## config.mk

```make
export PLATFORM = sky130hd
export DESIGN_NAME = mm_front
export DESIGN_NICKNAME = d
export VERILOG_FILES = /design/src/rtl/core/mm_pkg.sv /design/src/rtl/core/mm_front.sv
export SDC_FILE = /design/constraint.sdc
export NUM_CORES = 1
export LEC_CHECK = 0
export ABC_AREA = 1
export BUFFER_PORTS_ARGS = -buffer_cell sky130_fd_sc_hd__buf_2
export CAP_MARGIN = 30
export CORE_MARGIN = 10
export CORE_UTILIZATION = 28
export DETAILED_ROUTE_END_ITERATION = 7
export GPL_ROUTABILITY_DRIVEN = 0
export PLACE_DENSITY = 0.9
export SLEW_MARGIN = 15
export SYNTH_ARGS = -nofsm -noshare
export SYNTH_HDL_FRONTEND = slang
export SYNTH_SLANG_ARGS = --single-unit
```

## constraint.sdc

```tcl
create_clock -name vclk -period 2.3
set_input_delay 0.345 -clock vclk [all_inputs]
set_output_delay 0.345 -clock vclk [all_outputs]
set_load 0.05 [all_outputs]
```

## src/rtl/core/mm_pkg.sv

```systemverilog
`timescale 1ns / 1ps
// mm_pkg: sizes, codes, payload and command types for the matrix multiply block.
// Used by every module under rtl/core; depends on nothing.
package mm_pkg;

	localparam int MAX_DIM   = 8;
	localparam int IDX_W     = (MAX_DIM > 1) ? $clog2(MAX_DIM) : 1;
	localparam int DIM_W     = $clog2(MAX_DIM + 1);
	localparam int ADDR_W    = 2 * IDX_W;
	localparam int MEM_DEPTH = 1 << ADDR_W;

	localparam int CFG_W     = 4;
	localparam int CFG_IDX_W = 2;
	localparam logic [CFG_W-1:0] CFG_RESET = 4'd8;

	localparam int FLD_IDX_W = 3;
	localparam int VAL_W     = 32;
	localparam int PROD_W    = 2 * VAL_W;
	localparam int ACC_W     = PROD_W + IDX_W + 1;
	localparam int RND_BITS  = 16;
	localparam logic [ACC_W-1:0] RND_HALF = ACC_W'(1) << (RND_BITS - 1);

	localparam int Q_DEPTH   = 2;
	localparam int Q_PTR_W   = $clog2(Q_DEPTH);
	localparam int Q_CNT_W   = $clog2(Q_DEPTH + 1);

	typedef enum logic [CFG_IDX_W-1:0] {
		REG_A_ROWS = 2'd0,
		REG_A_COLS = 2'd1,
		REG_B_ROWS = 2'd2,
		REG_B_COLS = 2'd3
	} mm_reg_t;

	typedef enum logic [1:0] {
		KIND_LOAD_A = 2'd0,
		KIND_LOAD_B = 2'd1,
		KIND_START  = 2'd2
	} mm_kind_t;

	typedef enum logic [1:0] {
		OP_LOAD_A,
		OP_LOAD_B,
		OP_RUN,
		OP_ERR
	} mm_op_t;

	typedef struct packed {
		logic [1:0]              kind;
		logic [FLD_IDX_W-1:0]    elem_row;
		logic [FLD_IDX_W-1:0]    elem_col;
		logic signed [VAL_W-1:0] elem_value;
	} mm_in_t;

	typedef struct packed {
		logic signed [VAL_W-1:0] product_value;
		logic [FLD_IDX_W-1:0]    out_row;
		logic [FLD_IDX_W-1:0]    out_col;
		logic                    last_of_run;
		logic                    dim_error;
		logic                    overflow;
	} mm_out_t;

	typedef struct packed {
		logic [CFG_W-1:0] a_rows;
		logic [CFG_W-1:0] a_cols;
		logic [CFG_W-1:0] b_rows;
		logic [CFG_W-1:0] b_cols;
	} mm_cfg_t;

	// one queued command: a load, a run with its dimensions, or an error report
	typedef struct packed {
		mm_op_t                  op;
		logic [ADDR_W-1:0]       addr;
		logic signed [VAL_W-1:0] value;
		logic [DIM_W-1:0]        ar;
		logic [DIM_W-1:0]        ac;
		logic [DIM_W-1:0]        bc;
	} mm_cmd_t;

	// 0 counts as 1, anything above MAX_DIM counts as MAX_DIM
	function automatic logic [DIM_W-1:0] eff_dim(input logic [CFG_W-1:0] v);
		logic [DIM_W-1:0] r;
		if (v == '0) begin
			r = DIM_W'(1);
		end else if (int'(v) > MAX_DIM) begin
			r = DIM_W'(MAX_DIM);
		end else begin
			r = DIM_W'(v);
		end
		return r;
	endfunction

endpackage

```

## src/rtl/core/mm_front.sv

```systemverilog
`timescale 1ns / 1ps
// mm_front: takes input items, sorts them into load / run / error commands.
// Depends on mm_pkg.
module mm_front (
	input  logic            in_valid,
	output logic            in_ready,
	input  mm_pkg::mm_in_t  in_item,
	input  mm_pkg::mm_cfg_t cfg,
	input  logic            q_full,
	output logic            q_push,
	output mm_pkg::mm_cmd_t q_entry
);
	import mm_pkg::*;

	logic             in_range;
	logic [DIM_W-1:0] ac_eff;
	logic [DIM_W-1:0] br_eff;

	assign in_ready = !q_full;
	assign ac_eff   = eff_dim(cfg.a_cols);
	assign br_eff   = eff_dim(cfg.b_rows);
	assign in_range = (int'(in_item.elem_row) < MAX_DIM) && (int'(in_item.elem_col) < MAX_DIM);

	always_comb begin
		q_push        = 1'b0;
		q_entry       = '0;
		q_entry.addr  = {IDX_W'(in_item.elem_row), IDX_W'(in_item.elem_col)};
		q_entry.value = in_item.elem_value;
		q_entry.ar    = eff_dim(cfg.a_rows);
		q_entry.ac    = ac_eff;
		q_entry.bc    = eff_dim(cfg.b_cols);
		case (in_item.kind)
			KIND_LOAD_A: begin
				q_entry.op = OP_LOAD_A;
				q_push     = in_valid && !q_full && in_range;
			end
			KIND_LOAD_B: begin
				q_entry.op = OP_LOAD_B;
				q_push     = in_valid && !q_full && in_range;
			end
			KIND_START: begin
				q_entry.op = (ac_eff == br_eff) ? OP_RUN : OP_ERR;
				q_push     = in_valid && !q_full;
			end
			default: begin
				// unused kind: accepted and dropped
				q_push = 1'b0;
			end
		endcase
	end

endmodule

```

==> results of run 1 <==
==> stage by stage <==
step                      hold WS (ns)  area [um2]  worst slack, ns
after floorplan                  0.857         567            0.295
after global placement           0.690         483            0.607
after detailed placement         0.690         483            0.597
after CTS                        0.690         483            0.593
after global routing             0.690         483            0.454
final                            0.690         483            0.603
==> routing by layer <==
metal	track usage	vias to the layer above
met5	0	-
met4	0.0348	0
met3	0.0275	12
met2	0.113	27
met1	0.0592	204
li1	-	246
==> critical path, stage by stage <==
cell     delay (ns)
buf_2          0.13
nor2_1         0.10
nand2_1        0.07
nand2_1        0.08
nand2_1        0.06
nand2_1        0.05
nor2_1         0.03
nand2_1        0.05
nand2_1        0.06
a21oi_2        0.10
buf_2          0.27
==> cells in the mapped netlist, drive strengths merged <==
library cell,n,area share
nand2,19,0.13
nor2,12,0.079
o21bai,1,0.013
inv,17,0.11
ha,3,0.066
buf,39,0.51
a21oi,4,0.042
clkbuf,2,0.013
nand3,4,0.035
==> how the worst max path moves through the flow <==
stage	endpoint	slack, ns
3_5_place_dp	q_entry[50]	0.60
5_1_grt	q_entry[50]	0.45
2_1_floorplan	q_entry[50]	0.29
3_3_place_gp	q_entry[50]	0.61
4_1_cts	q_entry[50]	0.59
6_report	q_entry[50]	0.60
==> final cells by class <==
class	instances	area, um2	share of cell area
Multi-Input combinational cell	43	205	0.425
Inverter	17	63.8	0.132
Timing Repair Buffer	36	180	0.373
Tap cell	27	33.8	0.0699
==> kinds of logic (layout without fill, tap and decap cells) <==
family                     count (synthesis)  count (layout)  share of synthesized area
adders and majority gates                  3               3                     0.0662
AOI/OAI and AO/OA                          5               5                     0.0552
buffers and inverters                     58              53                      0.638
and+or+nand+nor                           35              35                      0.241
==> power breakdown <==
part	internal, W	leakage (nW)	switching, W	total [W]
sequential	0	0	0	0
combinational	0.0000371	0.356	0.0000960	0.000133
clock	0	0	0	0
==> metrics, run 1 <==
core area 0.00194 mm2; period utilization 0.738; Hold EP q_entry[26]; CP required 1.96 ns; Power Dens Cells 276 mW/mm2; vias per std cell 3.98; Max-Cap Viols 0; number of antenna diodes 0; Initial Utilization 0.292; fin. max-slew vios 0; fill cell count 245; # nets final 159; total grt overflow 0; total setup buffers inserted after CTS 0; Worst slew margin 0.826; f_max 0.589 GHz; initial antenna violation count 0; worst vdd ir 102 uV; routed wl met3 200 um; largest net degree at the start of global routing 7; Setup Viol. Count Final 0; GRT Total Usage 0.0632; Tot Pwr 0.000133 W; layout cell share with drive strength beyond 1 0.385; sequential cell area 0 um2; Met2 Wirelength 648 um; Final min period 1.70 ns; Arr. time, crit path 1.35 ns; most common cell after layout, fill and taps aside buf_2; Slew @ Worst Pin 0.262 ns; die height 65.0 um; fin util 0.249; Crit. End Element output pin; top sig layer met4; Site Rows 16; wl on met1 529 um; DRT Pass-1 Iters 4; Finished Layout Cells 123; outcome completed; Critical Path Source cfg[11]; Fin. Hold Viols 0; cts repair resizes 0; Port Buffers 36; Layout area overhead -14.8%; final sequential cell count 0; hold depth 0; Hold Path Class in2out; Pleak 0.356 nW; WL final 1.45 mm; Crit Path Category in2out; Ys Warns 0; unrepaired setup endpoints after global routing false; cell count after synthesis 101; CLK BUF 0; synth unique cells 11; Die Area 0.00422 mm2; most frequent cells in the layout 36 x buf_2, 19 x nand2_1, 17 x inv_1, 12 x nor2_1, 4 x nand3_1; DRT antenna net count 0; Die W 65.0 um; drt wl/cell 11.8 um; vias in the first global route 502; source of the worst hold timing path in_item[14]; first-pass GRT wire length 2.32 mm; io pins 112; mapped cell area 567 um2; drt drc 0; DR vias 489; CP max FO 6; dpl cells 123; DR iter-0 viols 8; sequential share of the synthesized area 0; HPWL Detailed 1.33 mm; CTS Hold Bufs 0; startpoint types primary input; Sum Neg Setup Slack 0 ns; Synthesized Nets 162; Syn Area/Cell 5.61 um2
Note: power is estimated with default switching activity, not from simulation.
==> run 2: changes to the inputs <==
Settings changed: CORE_UTILIZATION 28 to 24, PLACE_DENSITY 0.9 to 0.82.
Clock period 2.3 ns to 1.5 ns, I/O delays scaled along.
==> metrics, run 2 (synthesis gave the netlist of run 1 again) <==
core area 0.00223 mm2 (was 0.00194 mm2); largest net degree at the start of global routing 7 (unchanged); Worst slew margin 0.828 (was 0.826); Placed Area 497 um2 (was 483 um2); Max stage delay on crit path 0.17 ns (was 0.27 ns); Pleak 0.359 nW (was 0.356 nW); Die W 68.6 um (was 65.0 um); period utilization 0.931; sequential cell area 0 um2 (unchanged); HPWL Detailed 1.33 mm (unchanged); most frequent cells in the layout 34 x buf_2, 17 x inv_1, 16 x nand2_1, 8 x nor2_1 (was 36 x buf_2, 19 x nand2_1, 17 x inv_1, 12 x nor2_1, 4 x nand3_1); initial antenna violation count 0 (unchanged); Slew @ Worst Pin 0.260 ns (was 0.262 ns); Tot Pwr 0.000219 W (was 0.000133 W); CLK BUF 0 (unchanged); Post-Layout Inst Area 518 um2 (was 483 um2); CP required 1.27 ns (was 1.96 ns); layout cell share with drive strength beyond 1 0.458 (was 0.385); source of the worst hold timing path in_item[14] (unchanged); startpoint types primary input (unchanged); vias in the first global route 457 (was 502); number of antenna diodes 0 (unchanged); Crit Path Category in2out (unchanged); first-pass GRT wire length 2.13 mm (was 2.32 mm); CP max-delay cell buf_6 (was buf_2); outcome completed (unchanged); CP max FO 6 (unchanged); DRT antenna net count 0 (unchanged); Cell Chain, Critical Path clkbuf_4, nor2_2, nand2_2, nand2_2, nand2_1, nand2_1, nor2_1, nand2_1, nand2_2, a21oi_4, buf_6 (was buf_2, nor2_1, nand2_1, nand2_1, nand2_1, nand2_1, nor2_1, nand2_1, nand2_1, a21oi_2, buf_2); # nets final 159 (unchanged); DR iter-0 viols 11 (was 8); Site Rows 17 (was 16); Hold Path Class in2out (unchanged); io pins 112 (unchanged); final sequential cell count 0 (unchanged); hold depth 0 (unchanged); Final min period 1.40 ns; Initial Utilization 0.254 (was 0.292); GRT Total Usage 0.0539 (was 0.0632); Die Area 0.00471 mm2 (was 0.00422 mm2); most common cell after layout, fill and taps aside buf_2 (unchanged); WL final 1.47 mm (was 1.45 mm); Max-Cap Viols 0 (unchanged); total setup buffers inserted after CTS 0 (unchanged); Place WS 0.00138 ns (was 0.597 ns); DRT Pass-1 Iters 4 (unchanged); vias per std cell 3.92 (was 3.98); fin. max-slew vios 0 (unchanged); setup ws final 0.104 ns (was 0.603 ns); drt wl/cell 11.9 um (was 11.8 um); total grt overflow 0 (unchanged); Setup Viol. Count Final 0 (unchanged); worst vdd ir 123 uV (was 102 uV); Power Dens Cells 423 mW/mm2 (was 276 mW/mm2); CTS Hold Bufs 0 (unchanged); drt drc 0 (unchanged); f_max 0.716 GHz; Fin. Hold Viols 0 (unchanged); unrepaired setup endpoints after global routing false (unchanged); Sum Neg Setup Slack 0 ns (unchanged); Crit. End Element output pin (unchanged); Hold EP q_entry[26] (unchanged); Min Hold Slack 0.450 ns (was 0.690 ns); die height 68.6 um (was 65.0 um); Layout area overhead -8.61% (was -14.8%); DR vias 486 (was 489); Arr. time, crit path 1.17 ns (was 1.35 ns); Port Buffers 36 (unchanged)
==> run 2: changes by cell type in the layout (fill, tap and decap cells not counted), sizes merged <==
cell	delta
buf	-1
clkbuf	+1
==> run 2: critical path: cells and delay by family <==
kind            cells  cell delay (ns)
compound gates      1             0.12
simple gates        8             0.50
buf+inv             2             0.32
==> run 2: power breakdown <==
group / total (W) / switching (W) / internal [W]
combinational: 0.000219 / 0.000155 / 0.0000643
sequential: 0 / 0 / 0
clock: 0 / 0 / 0
==> run 2: how the worst max path moves through the flow <==
stage               startpoint          end  slack (ns)  cells after the start
floorplan              cfg[11]  q_entry[50]        0.02                      9
global placement       cfg[11]  q_entry[50]        0.02                     11
detailed placement     cfg[11]  q_entry[50]       0.001                     11
CTS                    cfg[11]  q_entry[50]        0.06                     11
global route           cfg[11]  q_entry[50]        0.01                     11
finish                 cfg[11]  q_entry[50]        0.10                     11
==> run 2: area by class of cell <==
type / instances / area, um2
fillers: 264 / 1720
repair buffers: 36 / 189
inverters: 17 / 63.8
well taps: 28 / 35.0
multi-input cells: 43 / 230
==> run 2: what timing repair did <==
item                       CTS  global route
pin swaps                    0             1
setup endpoints to repair    1             1
gates cloned                 0             0
resized for setup            1             7
==> run 2: per-layer routing <==
layer  global-route usage  share of wire  routed length, um  vias up
met2               0.0945           0.48                713       32
li1                     -              -                  -      247
met4               0.0226          0.024                 36        0
met3               0.0242           0.17                256       10
met1               0.0543           0.32                465      197
met5                    0              0                  0        -
==> run 2: metrics by stage <==
stage,cells,utilization
final,124,0.232
after detailed placement,124,0.222
after global placement,124,0.222
after global routing,124,0.232
after CTS,124,0.224
after floorplan,101,-
==> run 3: changes to the inputs <==
Settings changed: MAX_ROUTING_LAYER set to met4.
==> metrics, run 3 (synthesis gave the netlist of run 1 again) <==
outcome completed (unchanged); Max-Cap Viols 0 (unchanged); core area 0.00223 mm2 (unchanged); sequential cell area 0 um2 (unchanged); Fin. Hold Viols 0 (unchanged); io pins 112 (unchanged); vias per std cell 3.92 (unchanged); most common cell after layout, fill and taps aside buf_2 (unchanged); HPWL Detailed 1.33 mm (unchanged); CTS Hold Bufs 0 (unchanged); final sequential cell count 0 (unchanged); worst vdd ir 123 uV (about the same); layout cell share with drive strength beyond 1 0.458 (unchanged); period utilization 0.931 (about the same); DR iter-0 viols 11 (unchanged); Die W 68.6 um (unchanged); startpoint types primary input (unchanged); DR vias 486 (unchanged); DRT antenna net count 0 (unchanged); Setup Viol. Count Final 0 (unchanged); drt drc 0 (unchanged); GRT Total Usage 0.0555 (was 0.0539); f_max 0.716 GHz (about the same); Hold Path Class in2out (unchanged); Sum Neg Setup Slack 0 ns (unchanged); vias in the first global route 457 (unchanged); die height 68.6 um (unchanged); most frequent cells in the layout 34 x buf_2, 17 x inv_1, 16 x nand2_1, 8 x nor2_1 (unchanged); CP required 1.27 ns (about the same); total grt overflow 0 (unchanged); Die Area 0.00471 mm2 (unchanged); CP max FO 6 (unchanged); Post-Layout Inst Area 518 um2 (unchanged); Crit Path Category in2out (unchanged); Power Dens Cells 423 mW/mm2 (about the same); Crit. End Element output pin (unchanged); WL final 1.47 mm (unchanged); Layout area overhead -8.61% (unchanged); dpl cells 124 (unchanged); # nets final 159 (unchanged); Slew @ Worst Pin 0.260 ns (unchanged); Min Hold Slack 0.450 ns (unchanged); Worst slew margin 0.828 (unchanged); CLK BUF 0 (unchanged); fin util 0.232 (unchanged); initial antenna violation count 0 (unchanged); Initial Utilization 0.254 (unchanged); first-pass GRT wire length 2.13 mm (unchanged); Port Buffers 36 (unchanged); largest net degree at the start of global routing 7 (unchanged); number of antenna diodes 0 (unchanged); fin. max-slew vios 0 (unchanged); unrepaired setup endpoints after global routing false (unchanged); Arr. time, crit path 1.17 ns (about the same); drt wl/cell 11.9 um (unchanged); Pleak 0.359 nW (unchanged); Final min period 1.40 ns (about the same); Placed Area 497 um2 (unchanged); Finished Layout Cells 124 (unchanged); Site Rows 17 (unchanged); DRT Pass-1 Iters 4 (unchanged)
[run 3: worst paths after layout]
path	startpoint	endpoint	slack, ns	depth (start not counted)
setup / recovery	cfg[11]	q_entry[50]	0.10	11
hold / removal	in_item[14]	q_entry[26]	0.45	0
[run 3: through the flow]
step           setup WS (ns)  total power [W]
6_report               0.104         0.000219
5_1_grt               0.0111         0.000236
3_3_place_gp          0.0153         0.000210
2_1_floorplan         0.0163         0.000422
3_5_place_dp         0.00138         0.000212
4_1_cts               0.0629         0.000214
[run 3: cell type report]
cell class / count / area [um2]
Fill cell: 264 / 1720
Timing Repair Buffer: 36 / 189
Tap cell: 28 / 35.0
Multi-Input combinational cell: 43 / 230
Inverter: 17 / 63.8
[run 3: metal layers]
metal / wire [um] / GRT usage
met2: 713 / 0.0945
met1: 500 / 0.0588
met4: 36 / 0.0226
met3: 221 / 0.0161
met5: 0 / -
[run 3: worst max-delay path: stages]
cell and delay, ns:
clkbuf_4 0.15, nor2_2 0.11, nand2_2 0.06, nand2_2 0.06, nand2_1 0.05, nand2_1 0.05
nor2_1 0.04, nand2_1 0.07, nand2_2 0.06, a21oi_4 0.12, buf_6 0.17
[run 3: report_power, final]
| group | switching (W) | internal, W |
|---|---|---|
| registers | 0 | 0 |
| clock network | 0 | 0 |
| logic | 0.000155 | 0.0000643 |
[run 3: timing repair]
item                       4_1_cts  5_1_grt
resized for setup                1        7
pin swaps                        0        1
setup endpoints to repair        1        1
buffers inserted                 0        0
