### src/rtl/core/mm_pkg.sv
`timescale 1ns / 1ps
// mm_pkg: sizes, codes, payload and command types for the matrix multiply block.
// Used by every module under rtl/core; depends on nothing.
package mm_pkg;

	localparam int MAX_DIM   = 8;
	localparam int IDX_W     = (MAX_DIM > 1) ? $clog2(MAX_DIM) : 1;
	localparam int DIM_W     = $clog2(MAX_DIM + 1);
	localparam int ADDR_W    = 2 * IDX_W;
	localparam int MEM_DEPTH = 1 << ADDR_W;

	localparam int CFG_W     = 4;
	localparam int CFG_IDX_W = 2;
	localparam logic [CFG_W-1:0] CFG_RESET = 4'd8;

	localparam int FLD_IDX_W = 3;
	localparam int VAL_W     = 32;
	localparam int PROD_W    = 2 * VAL_W;
	localparam int ACC_W     = PROD_W + IDX_W + 1;
	localparam int RND_BITS  = 16;
	localparam logic [ACC_W-1:0] RND_HALF = ACC_W'(1) << (RND_BITS - 1);

	localparam int Q_DEPTH   = 2;
	localparam int Q_PTR_W   = $clog2(Q_DEPTH);
	localparam int Q_CNT_W   = $clog2(Q_DEPTH + 1);

	typedef enum logic [CFG_IDX_W-1:0] {
		REG_A_ROWS = 2'd0,
		REG_A_COLS = 2'd1,
		REG_B_ROWS = 2'd2,
		REG_B_COLS = 2'd3
	} mm_reg_t;

	typedef enum logic [1:0] {
		KIND_LOAD_A = 2'd0,
		KIND_LOAD_B = 2'd1,
		KIND_START  = 2'd2
	} mm_kind_t;

	typedef enum logic [1:0] {
		OP_LOAD_A,
		OP_LOAD_B,
		OP_RUN,
		OP_ERR
	} mm_op_t;

	typedef struct packed {
		logic [1:0]              kind;
		logic [FLD_IDX_W-1:0]    elem_row;
		logic [FLD_IDX_W-1:0]    elem_col;
		logic signed [VAL_W-1:0] elem_value;
	} mm_in_t;

	typedef struct packed {
		logic signed [VAL_W-1:0] product_value;
		logic [FLD_IDX_W-1:0]    out_row;
		logic [FLD_IDX_W-1:0]    out_col;
		logic                    last_of_run;
		logic                    dim_error;
		logic                    overflow;
	} mm_out_t;

	typedef struct packed {
		logic [CFG_W-1:0] a_rows;
		logic [CFG_W-1:0] a_cols;
		logic [CFG_W-1:0] b_rows;
		logic [CFG_W-1:0] b_cols;
	} mm_cfg_t;

	// one queued command: a load, a run with its dimensions, or an error report
	typedef struct packed {
		mm_op_t                  op;
		logic [ADDR_W-1:0]       addr;
		logic signed [VAL_W-1:0] value;
		logic [DIM_W-1:0]        ar;
		logic [DIM_W-1:0]        ac;
		logic [DIM_W-1:0]        bc;
	} mm_cmd_t;

	// 0 counts as 1, anything above MAX_DIM counts as MAX_DIM
	function automatic logic [DIM_W-1:0] eff_dim(input logic [CFG_W-1:0] v);
		logic [DIM_W-1:0] r;
		if (v == '0) begin
			r = DIM_W'(1);
		end else if (int'(v) > MAX_DIM) begin
			r = DIM_W'(MAX_DIM);
		end else begin
			r = DIM_W'(v);
		end
		return r;
	endfunction

endpackage

### src/rtl/core/mm_queue.sv
`timescale 1ns / 1ps
// mm_queue: short command FIFO between the front and the back.
// Depends on mm_pkg.
module mm_queue (
	input  logic            clk,
	input  logic            arst_n,
	input  logic            push,
	input  mm_pkg::mm_cmd_t entry_in,
	output logic            full,
	input  logic            pop,
	output mm_pkg::mm_cmd_t head,
	output logic            empty
);
	import mm_pkg::*;

	mm_cmd_t              mem_q [Q_DEPTH];
	logic [Q_PTR_W-1:0]   wr_ptr_q;
	logic [Q_PTR_W-1:0]   rd_ptr_q;
	logic [Q_CNT_W-1:0]   cnt_q;

	assign full  = (cnt_q == Q_CNT_W'(Q_DEPTH));
	assign empty = (cnt_q == '0);
	assign head  = mem_q[rd_ptr_q];

	always_ff @(posedge clk) begin
		if (push) begin
			mem_q[wr_ptr_q] <= entry_in;
		end
	end

	always_ff @(posedge clk or negedge arst_n) begin
		if (!arst_n) begin
			wr_ptr_q <= '0;
			rd_ptr_q <= '0;
			cnt_q    <= '0;
		end else begin
			if (push) begin
				wr_ptr_q <= (wr_ptr_q == Q_PTR_W'(Q_DEPTH - 1)) ? '0 : wr_ptr_q + Q_PTR_W'(1);
			end
			if (pop) begin
				rd_ptr_q <= (rd_ptr_q == Q_PTR_W'(Q_DEPTH - 1)) ? '0 : rd_ptr_q + Q_PTR_W'(1);
			end
			if (push && !pop) begin
				cnt_q <= cnt_q + Q_CNT_W'(1);
			end else if (pop && !push) begin
				cnt_q <= cnt_q - Q_CNT_W'(1);
			end
		end
	end

endmodule

### config.mk
export PLATFORM = sky130hd
export DESIGN_NAME = mm_queue
export DESIGN_NICKNAME = d
export VERILOG_FILES = /design/src/rtl/core/mm_pkg.sv /design/src/rtl/core/mm_queue.sv
export SDC_FILE = /design/constraint.sdc
export NUM_CORES = 1
export LEC_CHECK = 0
export BUFFER_PORTS_ARGS = -buffer_cell sky130_fd_sc_hd__buf_2
export CORE_MARGIN = 4
export CORE_UTILIZATION = 30
export DETAILED_ROUTE_END_ITERATION = 10
export PLACE_DENSITY_LB_ADDON = 0.2
export SYNTH_ARGS = -nofsm -noshare
export SYNTH_HDL_FRONTEND = slang
export SYNTH_SLANG_ARGS = --single-unit
### constraint.sdc
create_clock -name clk -period 3.7 [get_ports clk]
set_clock_uncertainty 0.15 [all_clocks]
set_input_delay 0.37 -clock clk [delete_from_list [all_inputs] [get_ports clk]]
set_output_delay 0.37 -clock clk [all_outputs]
set_load 0.1 [all_outputs]
==> metrics, run 1 <==
run status complete, no violations; launching element of the worst setup path rd_ptr_q; CP endpoint kind primary output; sequential area share after synthesis 0.7692; flip-flop and latch count after synthesis between 100 and 150; unrepaired setup endpoints after global routing no; post-route ant nets 0; gp weighted congestion approximately 0.64; fraction of synthesized cell area in xor and xnor cells 0.01045; initial cell density of the core 0.3115; DR WL/cell between 15 and 20 um; simple-gate portion of the synthesized area 0.006271; largest family of logic cells by synthesized area multiplexers; critical path launch point type flop; drt pass-1 iters 3; Worst-Margin Slew between 1 and 1.5 ns; Resize count post-CTS 0; final number of hold-violating endpoints 0; number of global-route vias before repair around 2200; H-tree depth 3; Async S/R FF share, synth 0.03704; number of enable-type register cells in the synthesized netlist roughly 100; critical path data arrival time 2.19 ns; synth top area cells sky130_fd_sc_hd__edfxtp_1 75%, sky130_fd_sc_hd__mux2_4 18%, sky130_fd_sc_hd__buf_12 2.4%; top cell type's share of synthesized area 0.7453; Setup Total Neg Slack 0 ns; Total Die Area between 0.015 and 0.02 sq mm; largest net degree at the start of global routing 54; Netlist Area Pre-Place around 0.0042 sq mm; Max Cap Violations 0; multiplexer share of the synthesized area 0.1836; antenna violations before repair 0; Post-CTS Setup Repair Bufs 0; global route overflow 0; time the worst path needs with I/O delays and setup 2.714 ns; count of pins on the block boundary between 100 and 150; layout overhead on the synthesized area 23.77%; Die Ht 126.2 um; GRT Util Overall 0.09483; post-synthesis compound-gate area fraction 0; Placed Cells incl. Taps between 400 and 500; Post-Synthesis Cells between 150 and 200; Core Region 0.01345 sq mm; wire length of the first global-routing pass about 11000 um; Crit Reg-Reg Startpoint wr_ptr_q; Clk Latency, worst-skew pair roughly 0.34 ns; syn nets between 200 and 250; number of distinct library cells after synthesis 13; DP HPWL between 4000 and 5000 um; number of placement rows 42; routed via count 1955; number of buffers inserted during clock tree synthesis 9; max-slew violation count 0; number of remaining DRC errors 0; IO buf count 109; Min-Delay Path Class input pin to flop; cell at the root of the clock tree sky130_fd_sc_hd__clkbuf_16; maximum root-to-sink buffer count 2; adder-cell share of the synthesized area 0.002986; Yosys top cell by area sky130_fd_sc_hd__edfxtp_1; most instantiated library cell after synthesis sky130_fd_sc_hd__edfxtp_1; final antenna diode count 0; fmax 368.4 MHz; average instance area after synthesis ~24 sq um; dominant register cell in the synthesized netlist sky130_fd_sc_hd__edfxtp_1; Net count, final 353; layout cell share with drive strength beyond 1 0.5947; Worst EP required about 3.2 ns; setup violation total in the final timing report 0; clock tree from TritonCTS yes; start point of the worst min-delay path entry_in[28]; total wire length between 7000 and 8000 um; critical path peak fanout 53; violation count after the first detailed-routing iteration 94; via count normalized by instance count a little over 4; CTS hold repair buffers 1; Ys Warns 0; crit path kind flop to primary output; top cells by instance count after synthesis 104 x sky130_fd_sc_hd__edfxtp_1, 49 x sky130_fd_sc_hd__mux2_4, 5 x sky130_fd_sc_hd__buf_12; clock net sink count around 110; worst max-slew margin expressed relative to the limit 0.3298; Clock transition at path regs 0.06 ns; final worst path period share 0.7336; overall die width about 130 um; final std cells w/o fill 477; flop-to-flop setup slack about 1.7 ns
critical path, stage by stage (launching register included):
cell and delay [ns]:
sky130_fd_sc_hd__dfrtp_4 1.09, sky130_fd_sc_hd__mux2_4 0.31, sky130_fd_sc_hd__buf_2 0.42
state kept, by name (all words and copies together) (netlist names):
name and cells:
rd_ptr_q 1, wr_ptr_q 1, mem_q 104, cnt_q 2
routing by layer:
layer,share of wire,global-route usage,wire length (um)
met3,0.061,0.03218,441
met5,0,0,0
met2,0.50,0.1577,3621
met4,0.027,0.05489,194
met1,0.41,0.1059,2933
layout by cell type, fill, tap and decap left out, drive strengths merged:
| cell type | Yosys | routed |
|---|---|---|
| buf | 6 | 112 |
| edfxtp | 104 | 104 |
| mux2 | 52 | 52 |
| clkbuf | 0 | 10 |
| clkinv | 0 | 5 |
| xor2 | 4 | 4 |
| dfrtp | 4 | 4 |
| nor2 | 2 | 2 |
| nor2b | 2 | 2 |
| inv | 1 | 1 |
| and2 | 1 | 1 |
| xnor2 | 1 | 1 |
| ha | 1 | 1 |
| bufinv | 0 | 1 |
| dlygate4sd3 | 0 | 1 |
final cells by class:
cell class              count  area [sq um]
repair buffers            113         590.6
clock buffers              10         229.0
multi-input cells          63         860.8
flip-flops and latches    108          3227
inverters                   1         3.754
clock inverters             6         55.05
well taps                 176         220.2
fillers                  1298          8267
final timing paths:
check	to	cells after the start
max in group asynchronous	rd_ptr_q	2
max	head[46]	2
max reg2reg	mem_q[1][7]	2
min in group asynchronous	cnt_q[1]	2
min reg2reg	cnt_q[1]	1
min	mem_q[0][28]	1
stage by stage:
step                utilization  setup WS [ns]  area, sq um  hold slack, ns
finish                   0.3855         0.9858         5186         0.06091
floorplan                     -         0.3618         4190        -0.07559
global route             0.3855         0.8636         5186         0.04171
global placement         0.3637          1.295         4892         0.03237
CTS                      0.3855         0.9049         5186         0.03945
detailed placement       0.3637          1.299         4892         0.03491
cell families (layout without fill, tap and decap cells):
| kind of cell | Yosys count | in the layout |
|---|---|---|
| xor gates and xnor gates | 5 | 5 |
| buffers and inverters | 7 | 130 |
| muxes | 52 | 52 |
| adders and majority gates | 1 | 1 |
| and+or+nand+nor | 5 | 5 |
| DFF | 108 | 108 |
Power of run 1 is not shown: default switching activity piles up to over one toggle a cycle in this logic, so the estimate is an artifact.
==> run 2: changes to the inputs <==
==> constraint.sdc (replaced) <==
create_clock -name clk -period 2.4 [get_ports clk]
set_clock_uncertainty 0.15 [all_clocks]
set_input_delay 0.24 -clock clk [delete_from_list [all_inputs] [get_ports clk]]
set_output_delay 0.24 -clock clk [all_outputs]
set_load 0.1 [all_outputs]
==> metrics, run 2 (synthesis gave the netlist of run 1 again) <==
run status complete, no violations; Setup Total Neg Slack 0 ns (unchanged); via count normalized by instance count 4.056 (-1.0%); Core Region 0.01345 sq mm (unchanged); final antenna diode count 0 (unchanged); setup violation total in the final timing report 0 (unchanged); Regs by FF count mem_q (104), cnt_q (2); flop-to-flop setup slack 0.93 ns (-0.80 ns); final worst path period share 0.9474; initial cell density of the core 0.3115 (unchanged); register with the most flip-flops mem_q; Crit Reg-Reg Startpoint wr_ptr_q; gp weighted congestion 0.6408 (+0.63%); clock net sink count 108 (unchanged); largest net degree at the start of global routing 31 (-43%); Resize count post-CTS 0 (unchanged); unrepaired setup endpoints after global routing no; DR WL/cell 13.90 um (-7.8%); Net count, final 410 (+16%); CP endpoint kind primary output; number of placement rows 42 (unchanged); max-slew violation count 0 (unchanged); FF-to-FF End mem_q[1][47]; violation count after the first detailed-routing iteration 62 (-34%); IO buf count 109 (unchanged); fmax around 440 MHz; final number of hold-violating endpoints 0 (unchanged); overall die width 126.2 um (unchanged); Die Ht 126.2 um (unchanged); highest-count cells in the layout ignoring fill and taps 109 x sky130_fd_sc_hd__buf_2, 104 x sky130_fd_sc_hd__edfxtp_1, 55 x sky130_fd_sc_hd__dlygate4sd3_1; cell at the root of the clock tree sky130_fd_sc_hd__clkbuf_16; Clk Latency, worst-skew pair 0.34 ns (about the same); most common cell after layout, fill and taps aside sky130_fd_sc_hd__buf_2; worst max-slew margin expressed relative to the limit 0.6650 (+0.3352); number of buffers inserted during clock tree synthesis 9 (unchanged); GRT Util Overall 0.09517 (+0.0003418); total wire length 7422 um (+3.2%); Worst-Margin Slew 0.5060 ns (-0.4994 ns); number of global-route vias before repair 2305 (+6.4%); critical path launch point type flop; wire length of the first global-routing pass 11440 um (+1.7%); Worst EP required 2.01 ns (-1.17 ns); Max Cap Violations 0 (unchanged); path depth of the worst reg2reg path 2 (unchanged); Min-Delay Path Class input pin to async pin; crit path kind flop to primary output; time the worst path needs with I/O delays and setup about 2.3 ns; maximum root-to-sink buffer count 2 (unchanged); routed via count 2166 (+11%); count of pins on the block boundary 110 (unchanged); critical path data arrival time 1.88 ns (-0.31 ns); Clock transition at path regs 0.07 ns (about the same); H-tree depth 3 (unchanged); number of remaining DRC errors 0 (unchanged); global route overflow 0 (unchanged); post-route ant nets 0 (unchanged); critical path peak fanout 20 (-62%); layout cell share with drive strength beyond 1 0.5112 (-0.08351); drt pass-1 iters 4 (+1); layout overhead on the synthesized area 37.12%; Total Die Area 0.01592 sq mm (unchanged); launching element of the worst setup path rd_ptr_q; clock tree from TritonCTS yes; flip-flop count of the largest register, all copies and words added 104 (unchanged); antenna violations before repair 0 (unchanged)
run 2: how the worst max path moves through the flow:
stage | to
after floorplan | mem_q[0][0]
after global placement | head[36]
after detailed placement | head[36]
after CTS | head[36]
after global routing | head[36]
final | head[32]
run 2: repair_timing:
| item | CTS | global route |
|---|---|---|
| hold buffers | 55 | 0 |
| setup buffers | 0 | 0 |
| hold endpoints to repair | 110 | 0 |
run 2: cell type report:
class	instances	area, sq um
Tap cell	176	220.2
Multi-Input combinational cell	63	860.8
Timing Repair Buffer	170	1166
Sequential cell	108	3227
Inverter	1	3.754
Fill cell	1234	7707
Clock inverter	7	42.54
Clock buffer	9	225.2
run 2: metrics by stage:
stage / util / setup slack [ns] / hold WS, ns / area (sq um) / std cells
CTS: 0.4271 / 0.07561 / 0.07189 / 5746 / 534
detailed placement: 0.3663 / 0.4685 / -0.08214 / 4927 / 463
floorplan: - / 0.06256 / -0.2056 / 4193 / 178
global placement: 0.3663 / 0.4674 / -0.08675 / 4927 / 463
global route: 0.4271 / 0.04586 / 0.09096 / 5746 / 534
finish: 0.4271 / 0.1261 / 0.09343 / 5746 / 534
run 2: per-layer routing:
layer  GRT usage  share of wire  wire length [um]
met5           0              0                 0
met4     0.04921          0.023               167
met3     0.03387          0.068               502
met2      0.1593           0.50              3710
met1      0.1070           0.41              3042
run 2: critical path: stages (launching register included):
cell and delay [ns]:
sky130_fd_sc_hd__dfrtp_4 0.64, sky130_fd_sc_hd__buf_12 0.24, sky130_fd_sc_hd__mux2_2 0.35, sky130_fd_sc_hd__buf_2 0.29
Power of run 2 is left out for the same reason.
==> run 3: changes to the inputs <==
--- a/config.mk
+++ b/config.mk
@@ -5,6 +5,7 @@
 export SDC_FILE = /design/constraint.sdc
 export NUM_CORES = 1
 export LEC_CHECK = 0
+export ABC_AREA = 1
 export BUFFER_PORTS_ARGS = -buffer_cell sky130_fd_sc_hd__buf_2
 export CORE_MARGIN = 4
 export CORE_UTILIZATION = 30
==> metrics, run 3 <==
fraction of met3 tracks used by global routing 0.03242 (-0.001449); Core Region 0.01383 sq mm (+2.8%); total wire length 7559 um (+1.8%); top cell type's share of synthesized area 0.7418 (-0.003544); most common cell after layout, fill and taps aside sky130_fd_sc_hd__buf_2; cell at the root of the clock tree sky130_fd_sc_hd__clkbuf_16; wire length of the first global-routing pass 12250 um (+7.1%); critical path peak fanout 17 (-15%); Setup Total Neg Slack 0 ns (unchanged); sequential area share after synthesis 0.7655 (-0.003657); count of pins on the block boundary 110 (unchanged); critical path launch point type flop; number of enable-type register cells in the synthesized netlist 104 (unchanged); Regs by FF count mem_q (104), cnt_q (2); number of distinct library cells after synthesis 14 (+1); Die Ht 126.5 um (+0.22%); violation count after the first detailed-routing iteration 74 (+19%); final number of hold-violating endpoints 0 (unchanged); gp weighted congestion 0.6445 (+0.58%); Clock transition at path regs 0.07 ns (about the same); final worst path period share 0.9012 (-0.04627); initial cell density of the core 0.3045 (-0.006980); setup violation total in the final timing report 0 (unchanged); Total Die Area 0.01599 sq mm (+0.44%); Post-Synthesis Cells 187 (+5.1%); via count normalized by instance count 4.036 (-0.49%); antenna violations before repair 0 (unchanged); crit path kind flop to primary output; Worst EP required 2.01 ns (about the same); number of buffers inserted during clock tree synthesis 9 (unchanged); most instantiated library cell after synthesis sky130_fd_sc_hd__edfxtp_1; flip-flop and latch count after synthesis 108 (unchanged); Worst-Margin Slew 0.5496 ns (+0.04366 ns); Ys Warns 0 (unchanged); Clk Latency, worst-skew pair 0.34 ns (about the same); highest-count cells in the layout ignoring fill and taps 108 x sky130_fd_sc_hd__buf_2, 104 x sky130_fd_sc_hd__edfxtp_1, 55 x sky130_fd_sc_hd__dlygate4sd3_1; syn nets 244 (+3.8%); synth top area cells sky130_fd_sc_hd__edfxtp_1 74%, sky130_fd_sc_hd__mux2_4 17%, sky130_fd_sc_hd__buf_12 2.4%; critical path data arrival time 1.77 ns (-0.11 ns); layer carrying the most global-route usage met2; layout cell share with drive strength beyond 1 0.4973 (-0.01389); top cells by instance count after synthesis 104 x sky130_fd_sc_hd__edfxtp_1, 49 x sky130_fd_sc_hd__mux2_4, 7 x sky130_fd_sc_hd__inv_1; GRT Util Overall 0.09976 (+0.004584); DP HPWL 4798 um; time the worst path needs with I/O delays and setup 2.163 ns (-0.1110 ns); Yosys top cell by area sky130_fd_sc_hd__edfxtp_1; max-slew violation count 0 (unchanged); number of remaining DRC errors 0 (unchanged); post-route ant nets 0 (unchanged); register with the most flip-flops mem_q; CP endpoint kind primary output; number of global-route vias before repair 2447 (+6.2%); average instance area after synthesis 22.51 sq um (-4.4%); Netlist Area Pre-Place 0.004210 sq mm (+0.48%); Min-Delay Path Class input pin to async pin; CTS hold repair buffers 55 (unchanged); final antenna diode count 0 (unchanged); maximum root-to-sink buffer count 2 (unchanged); global route overflow 0 (unchanged); Async S/R FF share, synth 0.03704 (unchanged); worst max-slew margin expressed relative to the limit 0.6336 (-0.03143); DR WL/cell 13.79 um (-0.76%); largest net degree at the start of global routing 39 (+26%); flip-flop count of the largest register, all copies and words added 104 (unchanged); clock net sink count 108 (unchanged); Max Cap Violations 0 (unchanged); IO buf count 109 (unchanged); Post-CTS Setup Repair Bufs 0 (unchanged); Net count, final 420 (+2.4%); clock tree from TritonCTS yes; met2 routing resource usage after global routing 0.1628 (+0.003515); run status complete, no violations; H-tree depth 3 (unchanged); dominant register cell in the synthesized netlist sky130_fd_sc_hd__edfxtp_1; number of placement rows 43 (+2.4%); overall die width 126.5 um (+0.22%); routed via count 2212 (+2.1%); drt pass-1 iters 4 (unchanged); unrepaired setup endpoints after global routing no; Resize count post-CTS 0 (unchanged); met1 Track Usage GR 0.1163 (+0.009307); fmax 462.4 MHz (+5.1%); layout overhead on the synthesized area 38.84%
-- run 3: cell count changes after synthesis, sizes merged --
cell	change
xor2	-2
nor2b	-2
nor2	+1
nand3	+1
nand2	+5
and2	-1
inv	+6
nand4	+1
-- run 3: path summary, 6_finish.rpt --
kind	from	end	slack, ns	depth (start not counted)
setup / recovery	rd_ptr_q	head[31]	0.24	3
hold / removal	arst_n	cnt_q[0]	0.07	2
setup reg to reg	wr_ptr_q	mem_q[0][13]	0.83	2
hold reg to reg	cnt_q[1]	cnt_q[1]	0.36	2
max in group asynchronous	arst_n	rd_ptr_q	1.90	2
min in group clk	cnt_q[1]	cnt_q[1]	0.36	2
-- run 3: logic make-up after synthesis --
group / share of synthesized area
flops: 0.7655
mux: 0.1828
buf+inv: 0.03269
simple gates: 0.009807
xor+xnor: 0.006242
fa+ha+maj: 0.002971
-- run 3: area by class of cell --
class | count | area (sq um)
fill | 1282 | 7981
sequential | 108 | 3227
timing repair buffer | 171 | 1201
multi-input combinational | 66 | 857.1
clock buffer | 11 | 232.7
tap | 180 | 225.2
clock inverter | 5 | 76.32
inverter | 7 | 26.28
-- run 3: critical path, stage by stage (launching register included) --
cell                      delay (ns)
sky130_fd_sc_hd__dfrtp_4        0.43
sky130_fd_sc_hd__buf_4          0.33
sky130_fd_sc_hd__mux2_2         0.37
sky130_fd_sc_hd__buf_2          0.29
-- run 3: metrics by stage --
stage	cell area (sq um)	instances	hold WS, ns	utilization	setup slack (ns)
2_1_floorplan	4213	187	-0.2056	-	0.05845
3_3_place_gp	4986	477	-0.09540	0.3606	0.5914
3_5_place_dp	4986	477	-0.09577	0.3606	0.5841
4_1_cts	5846	548	0.05693	0.4228	0.1948
5_1_grt	5846	548	0.05594	0.4228	0.1609
6_report	5846	548	0.06759	0.4228	0.2372
-- run 3: layer usage --
layer | up-vias | routed length (um)
li1 | 1071 | -
met1 | 1057 | 3296
met2 | 74 | 3601
met3 | 10 | 476
met4 | 0 | 184
met5 | - | 0
Power of run 3 is left out for the same reason.
